**config.mk**
```make
export PLATFORM = sky130hd
export DESIGN_NAME = cau_cell
export DESIGN_NICKNAME = d
export VERILOG_FILES = /design/src/hw/rtl/cau_pkg.sv /design/src/hw/rtl/cau_cell.sv
export SDC_FILE = /design/constraint.sdc
export NUM_CORES = 1
export LEC_CHECK = 0
export BUFFER_PORTS_ARGS = -buffer_cell sky130_fd_sc_hd__buf_2
export CORE_AREA = 5 5 199 201
export DETAILED_ROUTE_END_ITERATION = 8
export DIE_AREA = 0 0 204 206
export GPL_TIMING_DRIVEN = 0
export SYNTH_ARGS = -nofsm -noshare
export SYNTH_HDL_FRONTEND = slang
export SYNTH_SLANG_ARGS = --single-unit
```
**constraint.sdc**
```tcl
create_clock -name clk_i -period 1 [get_ports clk_i]
set_clock_uncertainty 0.2 [all_clocks]
set_input_delay 0.15 -clock clk_i [delete_from_list [all_inputs] [get_ports clk_i]]
set_output_delay 0.15 -clock clk_i [all_outputs]
set_load 0.05 [all_outputs]
```
**src/hw/rtl/cau_pkg.sv**
```systemverilog
`default_nettype none
package cau_pkg;

  localparam int unsigned DW    = 16;        // operand / result width
  localparam int unsigned FB    = 8;         // fraction bits
  localparam int unsigned NSTEP = DW + 1;    // quotient / root bits, one cell each
  localparam int unsigned PW    = 2 * DW;    // product width
  localparam int unsigned MW    = 2 * DW + 1; // magnitude width
  localparam int unsigned RW    = 3 * DW + 1; // divider remainder width
  localparam int unsigned SRW   = PW + 2;    // root trial width
  localparam int unsigned QW    = DW + 1;    // quotient / root width

  localparam logic [2:0] MODE_ADD  = 3'd0;
  localparam logic [2:0] MODE_SUB  = 3'd1;
  localparam logic [2:0] MODE_MUL  = 3'd2;
  localparam logic [2:0] MODE_DIV  = 3'd3;
  localparam logic [2:0] MODE_CONJ = 3'd4;
  localparam logic [2:0] MODE_MOD  = 3'd5;

  localparam logic [1:0] ST_OK   = 2'd0;
  localparam logic [1:0] ST_DIV0 = 2'd1;
  localparam logic [1:0] ST_SAT  = 2'd2;

  typedef struct packed {
    logic [2:0]           mode;
    logic signed [DW-1:0] a_re;
    logic signed [DW-1:0] a_im;
    logic signed [DW-1:0] b_re;
    logic signed [DW-1:0] b_im;
  } req_t;

  typedef struct packed {
    logic signed [DW-1:0] res_re;
    logic signed [DW-1:0] res_im;
    logic [1:0]           status;
    logic                 equal;
  } res_t;

  // state carried along the cell row
  typedef struct packed {
    logic [2:0]    mode;
    logic          eq;
    logic          dz;
    logic          ovf_re;
    logic          ovf_im;
    logic          neg_re;
    logic          neg_im;
    logic [PW-1:0] den;
    logic [RW-1:0] rem_re;
    logic [RW-1:0] rem_im;
    logic [QW-1:0] q_re;
    logic [QW-1:0] q_im;
    logic [PW-1:0] srem;
    logic [QW-1:0] root;
    logic [DW-1:0] fix_re;
    logic [DW-1:0] fix_im;
    logic          fix_sat;
  } cell_t;

  function automatic logic [MW-1:0] mag_of(input logic signed [MW-1:0] v);
    logic [MW-1:0] r;
    r = v[MW-1] ? MW'(-v) : MW'(v);
    return r;
  endfunction

  // {saturated, value} of a sign-magnitude number
  function automatic logic [DW:0] sat_fn(input logic neg, input logic [MW-1:0] mag);
    logic [MW-1:0] lim;
    logic [DW:0]   r;
    lim = MW'(1) << (DW - 1);
    if (neg) begin
      if (mag > lim) r = {1'b1, lim[DW-1:0]};
      else           r = {1'b0, DW'(~mag + MW'(1))};
    end else begin
      if (mag > lim - MW'(1)) r = {1'b1, DW'(lim - MW'(1))};
      else                    r = {1'b0, mag[DW-1:0]};
    end
    return r;
  endfunction

endpackage
`default_nettype wire

```
**src/hw/rtl/cau_cell.sv**
```systemverilog
`default_nettype none
module cau_cell import cau_pkg::*; #(
  parameter int unsigned J = 0
) (
  input  wire logic  clk_i,
  input  wire logic  rst_ni,
  input  wire logic  valid_i,
  input  wire cell_t c_i,
  output logic       valid_o,
  output cell_t      c_o
);

  logic  valid_q;
  cell_t c_d, c_q;
  logic [RW-1:0]  dtr;
  logic [SRW-1:0] strial;

  // one restoring step of both quotients and of the root, bit J
  always_comb begin
    c_d    = c_i;
    dtr    = RW'(c_i.den) << J;
    strial = (SRW'(c_i.root) << (J + 1)) + (SRW'(1) << (2 * J));
    if (c_i.rem_re >= dtr) begin
      c_d.rem_re  = c_i.rem_re - dtr;
      c_d.q_re[J] = 1'b1;
    end
    if (c_i.rem_im >= dtr) begin
      c_d.rem_im  = c_i.rem_im - dtr;
      c_d.q_im[J] = 1'b1;
    end
    if (SRW'(c_i.srem) >= strial) begin
      c_d.srem    = PW'(SRW'(c_i.srem) - strial);
      c_d.root[J] = 1'b1;
    end
  end

  always_ff @(posedge clk_i or negedge rst_ni) begin
    if (!rst_ni) begin
      valid_q <= 1'b0;
    end else begin
      valid_q <= valid_i;
    end
  end

  always_ff @(posedge clk_i) begin
    c_q <= c_d;
  end

  assign valid_o = valid_q;
  assign c_o     = c_q;

endmodule
`default_nettype wire

```
==> impl_metrics.toml <==
[timing]
rsz0062_at_grt = "yes"
setup_violations = 389
setup_ws_ns = -1.40
min_period_ns = 2.40
worst_slew_pin_slew_ns = 0.652
fin_crit_sh_pct = 240
drv_slew = 0
fmax_mhz = 416
finalHoldViolations = 86
slew_headroom_pct = 56.6
fin_hold_ws_ns = -0.486

[synthesis]
synth_seq_cells = 256
synthFlopType = "dfxtp_1"
synth_cell_type_count = 77
synth.cell_area_um2 = 12000
synth_edf_count = 0
syn_inst = 1313
postSynthAreaPerCell_um2 = 9.16
yosysSeqAreaShare_pct = 42.7
synth_nets = 1656
yosys_warnings = 0
async_reset_ff_share_pct = 0.391

[detailed_routing]
route.detailed.drc = 0
vias_per_cell = 5.16
ant_nets = 0
drt_first_pass_iters = 5
dr_total_vias = 14100
wl_mm = 67.6
routedWlPerCell_um = 24.8
drt_iter0_markers = 811

[run_status]
status = "complete, but fails checks"
violations = "hold timing, setup timing"

[floorplanning]
die_area_um2 = 42000
die_y_um = 206
start_util_pct = 32.2
core_um2 = 37400
rows = 71
ios = 514
die_w_um = 204

[critical_path]
crit_slowest_cell = "dlygate4sd3_1"
crit_required_ns = 1.24
startpoint_type = "input pin"
path_buf_inv = 5
critPathKind = "input pin to register"
cp_top_family = "buffers and inverters"
cp_max_fo = 5
crit_end = "c_o[51]$_DFF_P_"
slowest_delay_ns = 0.67
cp-end-kind = "register"
worstPathCellList = "buf_2 -> dlygate4sd3_1 -> or4_4 -> nor3_4 -> buf_4 -> nand4b_1 -> buf_6 -> buf_12 -> mux2_2"
critPathArrivalTime_ns = 2.64
cp-startpoint = "c_i[78]"
crit_cells = 9

[power_and_ir_drop]
ir_drop_mv = 1.16
p_total_uw = 39900
powerDensity_nw_per_um2 = 1560
power_leakage_uw = 0.0107

[finish]
final_util_pct = 68.3
fill_cells = 2574
layout_commonest_cell = "dfxtp_2"
final_nets = 2521
most-common-layout-cells = "250 x dfxtp_2, 223 x buf_8, 222 x buf_2"
syn_to_final_growth_pct = 112
layout-drive-gt1-share_pct = 64.0

[flow_run]
cap_violations = 0

[worst_hold_path]
holdCritPathClass = "input pin to register"
hold_path_startpoint = "c_i[216]"

[placed_design]
hpwl_mm = 43.7
routabilityCongestion = 0.885
port_buffers = 512

[global_routing]
grt_max_degree = 16
gr-total-overflow = 0
grtUsageTotal_pct = 27.5
grt_antenna_before_repair = 20
first_global_vias = 14300
grt_pass1_wl_mm = 89.0

[clock_network]
cts_tree = "done"
cts.sinks = 256
cts.clk_slew.worst_paths_ns = 0.06
cts-htree-levels = 1
cts_buffer_depth = 3
cts_buffers = 29
cts_root_buf = "clkbuf_16"
[through the flow]
step	setup TNS (ns)	cell area (µm²)	worst slack (ns)	instances
global route	-278.24	25500	-1.43	2726
CTS	-271.84	23600	-1.37	2635
floorplan	-178.96	13000	-1.52	1313
global placement	-277.19	16200	-2.51	2336
finish	-265.08	25500	-1.40	2730
detailed placement	-279.59	16200	-2.56	2336
[synthesized netlist by cell type, types with 11 or more instances]
master | count | area [µm²]
xor2_1 | 61 | 534
inv_1 | 73 | 274
nand3_1 | 22 | 110
nand2_1 | 129 | 484
a21o_1 | 23 | 173
o211ai_1 | 11 | 82.6
o21ai_0 | 107 | 536
a21oi_1 | 96 | 480
nor3_1 | 28 | 140
nand2b_1 | 15 | 93.8
or3_1 | 12 | 75.1
nor2b_1 | 12 | 75.1
dfxtp_1 | 255 | 5100
nor2_1 | 58 | 218
a211oi_1 | 13 | 97.6
nand4_1 | 33 | 206
clkbuf_1 | 29 | 109
xnor2_1 | 62 | 543
o21bai_1 | 13 | 97.6
mux2_2 | 18 | 203
ha_1 | 82 | 1030
[how the worst min path moves through the flow]
stage	end	slack [ns]	cells after the start
global route	c_o[214]$_DFF_P_	-0.51	1
detailed placement	valid_o$_DFF_PN0_	-0.27	1
finish	c_o[216]$_DFF_P_	-0.49	1
floorplan	valid_o$_DFF_PN0_	-0.35	0
CTS	c_o[234]$_DFF_P_	-0.53	1
global placement	valid_o$_DFF_PN0_	-0.27	1
[layer usage]
layer | share of wire, % | global-route usage [%] | routed length [µm] | vias up
met1 | 34 | 29.5 | 23200 | 6810
met5 | 0.068 | 0 | 46 | -
met3 | 7.8 | 6.42 | 5290 | 215
li1 | - | - | - | 6403
met2 | 51 | 50.4 | 34300 | 657
met4 | 7.0 | 14.3 | 4730 | 8
[power breakdown]
group          internal [µW]  switching [µW]  total, µW
logic                   7090            9060      16100
clock network           6480            4800      11300
registers              11600             847      12500
total                  25200           14700      39900
[state kept, by name, summed over array words and instances, names as in the netlist]
name and cells:
c_o 255, valid_o 1
[cells by family (layout without fill, tap and decap cells)]
kind of cell | count (synthesis) | count (layout) | synth area share (%)
simple gates | 378 | 378 | 16.2
compound gates | 334 | 334 | 17.3
flops | 256 | 256 | 42.7
xor+xnor | 123 | 123 | 8.96
buf+inv | 119 | 1006 | 4.10
fa+ha+maj | 85 | 85 | 9.03
mux | 18 | 18 | 1.69
other cells | 0 | 19 | 0
[timing repair]
item | CTS | global route
setup endpoints to repair | 389 | 389
pin swaps | 100 | 119
gates cloned | 4 | 7
gates resized for setup | 1297 | 265
hold buffers | 156 | 43
buffers inserted | 100 | 46
endpoints found under the hold margin | 257 | 120
[area by class of cell]
type,instances,area [µm²],area share [%]
antenna,19,47.5,0.186
buffer,26,402,1.57
inverter,73,415,1.63
clock buffer,36,792,3.10
sequential,256,5460,21.4
timing repair buffer,854,8720,34.1
tap,511,639,2.50
clock inverter,17,199,0.779
multi-input combinational,938,8860,34.7
(Power assumes the default switching activity.)
